**config.mk**
```make
export PLATFORM = sky130hd
export DESIGN_NAME = band_energy_fingerprint_bits
export DESIGN_NICKNAME = d
export VERILOG_FILES = /design/src/rtl/core/bef_pkg.sv /design/src/rtl/core/bef_ram.sv /design/src/rtl/core/bef_decide.sv /design/src/rtl/core/band_energy_fingerprint_bits.sv
export SDC_FILE = /design/constraint.sdc
export NUM_CORES = 2
export LEC_CHECK = 0
export ABC_CLOCK_PERIOD_IN_PS = 7500
export BUFFER_PORTS_ARGS = -buffer_cell sky130_fd_sc_hd__buf_2
export CELL_PAD_IN_SITES_DETAIL_PLACEMENT = 1
export CELL_PAD_IN_SITES_GLOBAL_PLACEMENT = 2
export CORE_MARGIN = 10
export CORE_UTILIZATION = 40
export CTS_BUF_LIST = sky130_fd_sc_hd__clkbuf_4 sky130_fd_sc_hd__clkbuf_8
export DETAILED_ROUTE_END_ITERATION = 7
export HOLD_SLACK_MARGIN = 0.06
export MAX_ROUTING_LAYER = met4
export PLACE_DENSITY = 0.66
export RECOVER_POWER = 100
export SLEW_MARGIN = 30
export SYNTH_ARGS = -nofsm -noshare
export SYNTH_HDL_FRONTEND = slang
export SYNTH_SLANG_ARGS = --single-unit
```
**constraint.sdc**
```tcl
create_clock -name clk -period 7.5 [get_ports clk]
set_clock_uncertainty 0.1 [all_clocks]
set_input_delay 0 -clock clk [delete_from_list [all_inputs] [get_ports clk]]
set_output_delay 0 -clock clk [all_outputs]
set_load 0.05 [all_outputs]
```
**src/rtl/core/bef_pkg.sv**
```systemverilog
// Shared constants and types for the band energy fingerprint block.
package bef_pkg;

	// Default sizes handed down from the top level.
	localparam int MAX_BANDS_DEF   = 64;
	localparam int ENERGY_BITS_DEF = 32;

	// Fixed widths of the ports.
	localparam int CFG_BITS   = 7;
	localparam int INPUT_BITS = 32;
	localparam int WORD_BITS  = 63;
	localparam int COUNT_BITS = 6;

	// Band count after reset.
	localparam logic [CFG_BITS-1:0] BAND_COUNT_RST = 7'd33;

	// Control that travels with a band through the decision stage.
	typedef struct packed {
		logic valid;
		logic first;
		logic last;
	} s1_ctl_t;

endpackage

```
**src/rtl/core/bef_ram.sv**
```systemverilog
// Generic single-port-write, single-port-read RAM with a registered read.
module bef_ram #(
	parameter int WIDTH = 32,
	parameter int DEPTH = 64
) (
	input  logic                     clk,
	input  logic                     we,
	input  logic [$clog2(DEPTH)-1:0] waddr,
	input  logic [WIDTH-1:0]         wdata,
	input  logic                     re,
	input  logic [$clog2(DEPTH)-1:0] raddr,
	output logic [WIDTH-1:0]         rdata
);

	logic [WIDTH-1:0] mem [DEPTH];

	// Write port.
	always_ff @(posedge clk) begin
		if (we) begin
			mem[waddr] <= wdata;
		end
	end

	// Read port; the data holds while no read is issued.
	always_ff @(posedge clk) begin
		if (re) begin
			rdata <= mem[raddr];
		end
	end

endmodule

```
**src/rtl/core/bef_decide.sv**
```systemverilog
// Decision stage: compares band differences, gathers bits and holds the output register.
module bef_decide
	import bef_pkg::*;
#(
	parameter int MAX_BANDS   = MAX_BANDS_DEF,
	parameter int ENERGY_BITS = ENERGY_BITS_DEF
) (
	input  logic                         clk,
	input  logic                         arst_n,
	input  s1_ctl_t                      ctl_s1,
	input  logic [$clog2(MAX_BANDS)-1:0] pos_s1,
	input  logic [ENERGY_BITS-1:0]       e_s1,
	input  logic [ENERGY_BITS-1:0]       pe_s1,
	input  logic [ENERGY_BITS-1:0]       rd_data,
	input  logic                         rd_vld_s1,
	input  logic                         cfg_clr,
	input  logic [COUNT_BITS-1:0]        bits_used,
	output logic                         adv,
	output logic                         out_valid,
	input  logic                         out_ready,
	output logic [WORD_BITS-1:0]         fingerprint_word,
	output logic [COUNT_BITS-1:0]        bit_count
);

	localparam int AW = $clog2(MAX_BANDS);
	localparam int NB = MAX_BANDS - 1;

	logic [ENERGY_BITS-1:0] p_cur;
	logic [ENERGY_BITS-1:0] pold_q;
	logic [ENERGY_BITS:0]   lhs;
	logic [ENERGY_BITS:0]   rhs;
	logic                   gt;
	logic [NB-1:0]          acc_q;
	logic [NB-1:0]          acc_nxt;
	logic                   load;
	logic                   out_valid_q;

	// Entries never written since reset read as zero.
	assign p_cur = rd_vld_s1 ? rd_data : '0;

	// (E[b]-E[b-1]) - (P[b]-P[b-1]) > 0, rearranged to avoid signed operands.
	assign lhs = {1'b0, e_s1} + {1'b0, pold_q};
	assign rhs = {1'b0, pe_s1} + {1'b0, p_cur};
	assign gt  = lhs > rhs;

	// Merge the new decision bit into the running word.
	always_comb begin
		acc_nxt = ctl_s1.first ? '0 : acc_q;
		for (int i = 0; i < NB; i++) begin
			if (!ctl_s1.first && gt && (pos_s1 == AW'(i + 1))) begin
				acc_nxt[i] = 1'b1;
			end
		end
	end

	// The stage moves unless a finished word has nowhere to go.
	assign adv  = !ctl_s1.valid || !ctl_s1.last || !out_valid_q || out_ready;
	assign load = ctl_s1.valid && ctl_s1.last && adv;

	// Remember this band's previous-frame energy for the next band.
	always_ff @(posedge clk) begin
		if (ctl_s1.valid && adv) begin
			pold_q <= p_cur;
		end
	end

	// Bit accumulator.
	always_ff @(posedge clk or negedge arst_n) begin
		if (!arst_n) begin
			acc_q <= '0;
		end else if (cfg_clr) begin
			acc_q <= '0;
		end else if (ctl_s1.valid && adv) begin
			acc_q <= ctl_s1.last ? '0 : acc_nxt;
		end
	end

	// Output register valid.
	always_ff @(posedge clk or negedge arst_n) begin
		if (!arst_n) begin
			out_valid_q <= 1'b0;
		end else if (load) begin
			out_valid_q <= 1'b1;
		end else if (out_ready) begin
			out_valid_q <= 1'b0;
		end
	end

	// Output register payload.
	always_ff @(posedge clk) begin
		if (load) begin
			fingerprint_word <= WORD_BITS'(acc_nxt);
			bit_count        <= bits_used;
		end
	end

	assign out_valid = out_valid_q;

endmodule

```
**src/rtl/core/band_energy_fingerprint_bits.sv**
```systemverilog
// A word is registered for output as the frame's last band leaves the decision stage.
// Throughput: one band energy per cycle while no finished word is held at the output,
// with a single-read previous-frame memory and a pending write-back of each last band.
// Reset: control clears at once; the previous-frame memory reads as zero through
// per-entry valid flags, so no clearing pass is needed and bands are taken right away.
module band_energy_fingerprint_bits
	import bef_pkg::*;
#(
	parameter int MAX_BANDS   = MAX_BANDS_DEF,
	parameter int ENERGY_BITS = ENERGY_BITS_DEF
) (
	input  logic                  clk,
	input  logic                  arst_n,
	input  logic                  cfg_valid,
	output logic                  cfg_ready,
	input  logic [CFG_BITS-1:0]   band_count,
	input  logic                  in_valid,
	output logic                  in_ready,
	input  logic [INPUT_BITS-1:0] band_energy,
	output logic                  out_valid,
	input  logic                  out_ready,
	output logic [WORD_BITS-1:0]  fingerprint_word,
	output logic [COUNT_BITS-1:0] bit_count
);

	localparam int AW = $clog2(MAX_BANDS);

	logic [CFG_BITS-1:0]    band_count_q;
	logic [CFG_BITS-1:0]    n_w;
	logic [AW-1:0]          pos_q;
	logic [AW-1:0]          pos_eff;
	logic                   is_first;
	logic                   is_last;
	logic                   acc_in;
	logic                   adv;
	logic [ENERGY_BITS-1:0] e_w;
	logic [ENERGY_BITS-1:0] pe_q;
	logic                   pend_q;
	logic [AW-1:0]          pend_addr_q;
	logic [ENERGY_BITS-1:0] pend_data_q;
	logic                   step_we;
	logic                   we;
	logic [AW-1:0]          waddr;
	logic [ENERGY_BITS-1:0] wdata;
	logic [MAX_BANDS-1:0]   vld_q;
	logic                   rd_vld_s1;
	logic [ENERGY_BITS-1:0] rd_data;
	s1_ctl_t                ctl_s1;
	logic [AW-1:0]          pos_s1;
	logic [ENERGY_BITS-1:0] e_s1;
	logic [ENERGY_BITS-1:0] pe_s1;

	// Effective band count, clamped to the supported range.
	always_comb begin
		n_w = band_count_q;
		if (n_w < CFG_BITS'(2)) begin
			n_w = CFG_BITS'(2);
		end
		if (n_w > CFG_BITS'(MAX_BANDS)) begin
			n_w = CFG_BITS'(MAX_BANDS);
		end
	end

	// Position of the incoming band and its frame flags.
	assign pos_eff  = (CFG_BITS'(pos_q) >= n_w) ? '0 : pos_q;
	assign is_first = pos_eff == '0;
	assign is_last  = CFG_BITS'(pos_eff) == (n_w - CFG_BITS'(1));
	assign e_w      = ENERGY_BITS'(band_energy);

	assign cfg_ready = 1'b1;
	assign in_ready  = adv;
	assign acc_in    = in_valid && in_ready;

	// Band count register and band position.
	always_ff @(posedge clk or negedge arst_n) begin
		if (!arst_n) begin
			band_count_q <= BAND_COUNT_RST;
			pos_q        <= '0;
		end else if (cfg_valid) begin
			band_count_q <= band_count;
			pos_q        <= '0;
		end else if (acc_in) begin
			pos_q <= is_last ? '0 : AW'(pos_eff + AW'(1));
		end
	end

	// Previous band of this frame.
	always_ff @(posedge clk or negedge arst_n) begin
		if (!arst_n) begin
			pe_q <= '0;
		end else if (acc_in) begin
			pe_q <= e_w;
		end
	end

	// The last band's own energy is written back in the cycle after it is taken.
	always_ff @(posedge clk or negedge arst_n) begin
		if (!arst_n) begin
			pend_q <= 1'b0;
		end else begin
			pend_q <= acc_in && is_last;
		end
	end

	always_ff @(posedge clk) begin
		if (acc_in && is_last) begin
			pend_addr_q <= pos_eff;
			pend_data_q <= e_w;
		end
	end

	// Write-back port: band b stores band b-1 of this frame, which is now spent.
	assign step_we = acc_in && !is_first;
	assign we      = pend_q || step_we;
	assign waddr   = pend_q ? pend_addr_q : AW'(pos_eff - AW'(1));
	assign wdata   = pend_q ? pend_data_q : pe_q;

	// Per-entry written flags give the all-zero reset image.
	always_ff @(posedge clk or negedge arst_n) begin
		if (!arst_n) begin
			vld_q <= '0;
		end else if (we) begin
			vld_q[waddr] <= 1'b1;
		end
	end

	always_ff @(posedge clk) begin
		if (acc_in) begin
			rd_vld_s1 <= vld_q[pos_eff];
		end
	end

	bef_ram #(
		.WIDTH(ENERGY_BITS),
		.DEPTH(MAX_BANDS)
	) u_prev_ram (
		.clk  (clk),
		.we   (we),
		.waddr(waddr),
		.wdata(wdata),
		.re   (acc_in),
		.raddr(pos_eff),
		.rdata(rd_data)
	);

	// Decision stage control.
	always_ff @(posedge clk or negedge arst_n) begin
		if (!arst_n) begin
			ctl_s1 <= '0;
		end else if (adv) begin
			ctl_s1.valid <= acc_in;
			ctl_s1.first <= is_first;
			ctl_s1.last  <= is_last;
		end
	end

	// Decision stage payload.
	always_ff @(posedge clk) begin
		if (acc_in) begin
			pos_s1 <= pos_eff;
			e_s1   <= e_w;
			pe_s1  <= pe_q;
		end
	end

	bef_decide #(
		.MAX_BANDS  (MAX_BANDS),
		.ENERGY_BITS(ENERGY_BITS)
	) u_decide (
		.clk             (clk),
		.arst_n          (arst_n),
		.ctl_s1          (ctl_s1),
		.pos_s1          (pos_s1),
		.e_s1            (e_s1),
		.pe_s1           (pe_s1),
		.rd_data         (rd_data),
		.rd_vld_s1       (rd_vld_s1),
		.cfg_clr         (cfg_valid),
		.bits_used       (COUNT_BITS'(n_w - CFG_BITS'(1))),
		.adv             (adv),
		.out_valid       (out_valid),
		.out_ready       (out_ready),
		.fingerprint_word(fingerprint_word),
		.bit_count       (bit_count)
	);

`ifndef SYNTH
	// The delayed write-back never meets a band's own write-back.
	a_pend_no_clash: assert property (@(posedge clk) disable iff (!arst_n)
		!(pend_q && step_we))
		else $error("pending write collides with band write-back");

	// A band never reads the entry being written in the same cycle.
	a_rw_apart: assert property (@(posedge clk) disable iff (!arst_n)
		!(acc_in && we && (waddr == pos_eff)))
		else $error("read and write hit the same entry");

	// The stored band position stays inside the frame.
	a_pos_range: assert property (@(posedge clk) disable iff (!arst_n)
		CFG_BITS'(pos_q) < n_w)
		else $error("band position beyond band count");

	// A new word appears only after a frame's last band left the decision stage.
	a_word_source: assert property (@(posedge clk) disable iff (!arst_n)
		$rose(out_valid) |-> $past(ctl_s1.valid && ctl_s1.last))
		else $error("word offered without a finished frame");
`endif

endmodule
```
==> summary.txt <==
Final layout
  – Non-filler cells, final: 10,900
  – Design Area, Final: 0.115 mm^2
  – Synth-to-Final Area Change: 15.2%
  – Nets: 7,371
  – Share of cells above drive strength 1: 15.6%
  – # fillers: 24,500
  – Final core occ: 46.3%

Logic synthesis
  – Fraction of registers with async set/reset: 7.17%
  – Ys Warns: 0
  – Sequential-to-total area share from yosys stat: 73.2%
  – EDFF count, synth: 2,290
  – Cell variety after synth: 84
  – Synthesized Nets: 6,870
  – Dominant synthesized flop cell: edfxtp_1
  – Avg Synthesized Cell Area: 14.9 um^2
  – Top post-synthesis cells by count: edfxtp_1, nor2_1, nand2_1
  – Top cells by area, synth: edfxtp_1, dfrtp_1, mux2i_1, nor2_1, a211oi_1
  – Synth Register Bits: 2,467
  – Cell with the most instances after synthesis: edfxtp_1
  – Mapped Area: 0.100 mm^2
  – Top cell type by total area after synthesis: edfxtp_1
  – Cells after Synth: 6,718
  – Post-synth top area share: 68.7%

Worst setup path
  – Worst setup SP type: flop
  – Critical path arrival: 7.97 ns
  – Crit Path Class: reg2reg
  – R2R depth: 19
  – R2r endpoint: u_prev_ram.rdata[20]$_DFFE_PP_
  – R2r setup slk: 0.40 ns
  – FF-to-FF Start: band_count_q[3]$_DFFE_PN0P_
  – Endpoint class of the critical path: flop
  – Critical path required time: 8.37 ns
  – Maximum fanout along the worst path: 63

Job
  – MaxCap Viol Count: 47

Clock tree
  – Clk buf depth: 4
  – Clock slew at reported path FFs: 0.06 ns
  – CTS buffer count: 433
  – # resized after CTS: 0
  – CTS Root Cell: clkbuf_8
  – H-Tree Depth: 5
  – Clk sinks: 2,467
  – Clk_lat worst skew: 1.15 ns
  – CTS tree: done

Floorplan
  – Chip width: 520 um
  – Rows: 183
  – DIE AREA: 0.271 mm^2
  – IO Pins: 116
  – Core area: 0.249 mm^2
  – Initial Util: 40.2%
  – Die height: 520 um

Detailed routing
  – Vias per inst: 6.01
  – Antenna Nets Post-Route: 0
  – Pre-antenna DRT Iters: 6
  – DRC Markers: 0
  – WL/cell: 32.6 um
  – Drt total wl: 354,000 um
  – Iteration-0 DRC Markers: 7,255
  – Via count: 65,300

Placed design
  – PortBufs: 114
  – Dpl ws: 0.314 ns
  – DP Cell Count: 10,000
  – Placed Area: 0.106 mm^2
  – Final GP Congestion: 0.848
  – HPWL Detailed: 210,000 um

Timing
  – Slew @ Worst Pin: 3.85 ns
  – Setup TNS: 0 ns
  – WHS: 0.162 ns
  – Fin. max-slew vios: 2,603
  – Hold Fails Final Rpt: 0
  – RSZ-0062 raised after global routing: false
  – Fin crit period: 7.10 ns
  – Max-slew headroom: -157%
  – Final period utilization: 94.7%
  – Post-layout worst setup margin: 0.395 ns
  – Fmax: 0.141 GHz
  – Final Setup Violations: 0

Pwr
  – Leak pwr: 38.4 nW
  – Total power: 30.6 mW
  – Worst VDD drop: 0.215 mV
  – P per Cell Area: 265 mW/mm^2

Global route
  – Initial antenna violation count: 20
  – Total global routing overflow: 0
  – Global-route usage over all layers: 26.1%
  – First-pass GRT wire length: 501,000 um
  – Pin count of the biggest net entering global routing: 150
  – Vias in the first global route: 66,700

Outcome
  – Outcome: finished with violations
  – Failing checks: capacitance limit, slew limit

Worst hold path
  – Min-delay src: band_energy[1]
  – Worst hold path type: in2reg
  – Hold EP: e_s1[1]$_DFFE_PP_
  – Hold depth: 3
==> worst max path at each step <==
stage                                              endpoint  depth (start not counted)                   startpoint
finish                       u_prev_ram.rdata[20]$_DFFE_PP_                         19  band_count_q[3]$_DFFE_PN0P_
global route                 u_prev_ram.rdata[30]$_DFFE_PP_                         16  band_count_q[3]$_DFFE_PN0P_
CTS                  u_decide.fingerprint_word[1]$_DFFE_PP_                         20          rd_vld_s1$_DFFE_PP_
detailed placement  u_decide.fingerprint_word[26]$_DFFE_PP_                         20          rd_vld_s1$_DFFE_PP_
global placement     u_decide.fingerprint_word[9]$_DFFE_PP_                         20          rd_vld_s1$_DFFE_PP_
floorplan                   u_prev_ram.mem[10][0]$_DFFE_PP_                         25         pos_q[0]$_DFFE_PN0P_
==> state kept, by name, indices dropped and copies added (netlist names), 32 cells and up <==
register / flops
e_s1: 32
pe_q: 32
pe_s1: 32
pend_data_q: 32
u_decide.acc_q: 63
u_decide.fingerprint_word: 63
u_decide.pold_q: 32
u_prev_ram.mem: 2048
u_prev_ram.rdata: 32
vld_q: 64
==> layer usage <==
metal | GRT usage [%] | vias to the layer above | share of wire, %
met5 | - | - | 0
met4 | 8.86 | 0 | 3.8
met3 | 3.95 | 579 | 6.8
met2 | 40.2 | 2636 | 46
met1 | 35.5 | 34600 | 43
li1 | - | 27500 | -
==> kinds of logic after synthesis <==
family                     Yosys count  synth area share, %
DFF                               2467                 73.2
AOI/OAI and AO/OA                 1637                 12.0
buffers and inverters              559                 2.20
xor gates and xnor gates            61                0.534
other                                1              0.00375
adders and majority gates          108                 1.37
muxes                              396                 4.19
and+or+nand+nor                   1489                 6.57
==> timing repair <==
action                    in CTS  in global routing
hold endpoints to repair     454                  0
setup buffers                  0                  0
hold buffers                 108                  0
==> placed cells by master (no fill, tap or decap), drive strengths merged, types with 36 or more instances in the layout <==
| cell | instances |
|---|---|
| a22oi | 36 |
| a31oi | 49 |
| ha | 106 |
| a2111oi | 98 |
| nand4 | 44 |
| a21oi | 191 |
| nand2 | 382 |
| nand3 | 54 |
| o32ai | 70 |
| o2111ai | 57 |
| inv | 106 |
| o21bai | 73 |
| edfxtp | 2290 |
| clkbuf | 795 |
| o211ai | 41 |
| o22ai | 92 |
| a21o | 47 |
| or2 | 54 |
| a32o | 72 |
| clkinv | 132 |
| a211oi | 239 |
| and2 | 43 |
| a221oi | 40 |
| dlygate4sd3 | 107 |
| dfrtp | 175 |
| nor2 | 650 |
| buf | 235 |
| o21a | 47 |
| mux2i | 300 |
| nor3 | 130 |
| o21ai | 226 |
| xnor2 | 45 |
| o221ai | 105 |
| mux2 | 86 |
==> final cells by class <==
| cell class | count | area, um^2 | area share [%] |
|---|---|---|---|
| Sequential cell | 2467 | 73200 | 63.5 |
| Multi-Input combinational cell | 3692 | 25300 | 21.9 |
| Clock buffer | 616 | 7480 | 6.49 |
| Tap cell | 3330 | 4170 | 3.62 |
| Timing Repair Buffer | 521 | 3890 | 3.37 |
| Clock inverter | 142 | 785 | 0.681 |
| Inverter | 104 | 413 | 0.358 |
| Antenna cell | 7 | 17.5 | 0.0152 |
==> critical path: stages (launching register included) <==
cell and delay (ns):
dfrtp_1 0.43, nor3_1 0.36, nand2b_1 0.19, o21ai_0 0.18, clkbuf_1 0.23, inv_1 0.07, ha_1 0.27, nand2b_1 0.10
a21o_1 0.14, a21oi_1 0.29, o211ai_1 0.30, clkbuf_1 0.60, clkinv_2 0.38, buf_12 0.30, nand2_1 0.77, clkbuf_1 0.28
o22ai_1 0.13, nor4_1 1.32, a22oi_1 0.23, nand4_1 0.23
==> power breakdown <==
part | switching (mW) | internal [mW]
combinational | 2.11 | 0.795
clock | 5.55 | 6.57
sequential | 0.108 | 15.5
Note: power is estimated with default switching activity, not from simulation.
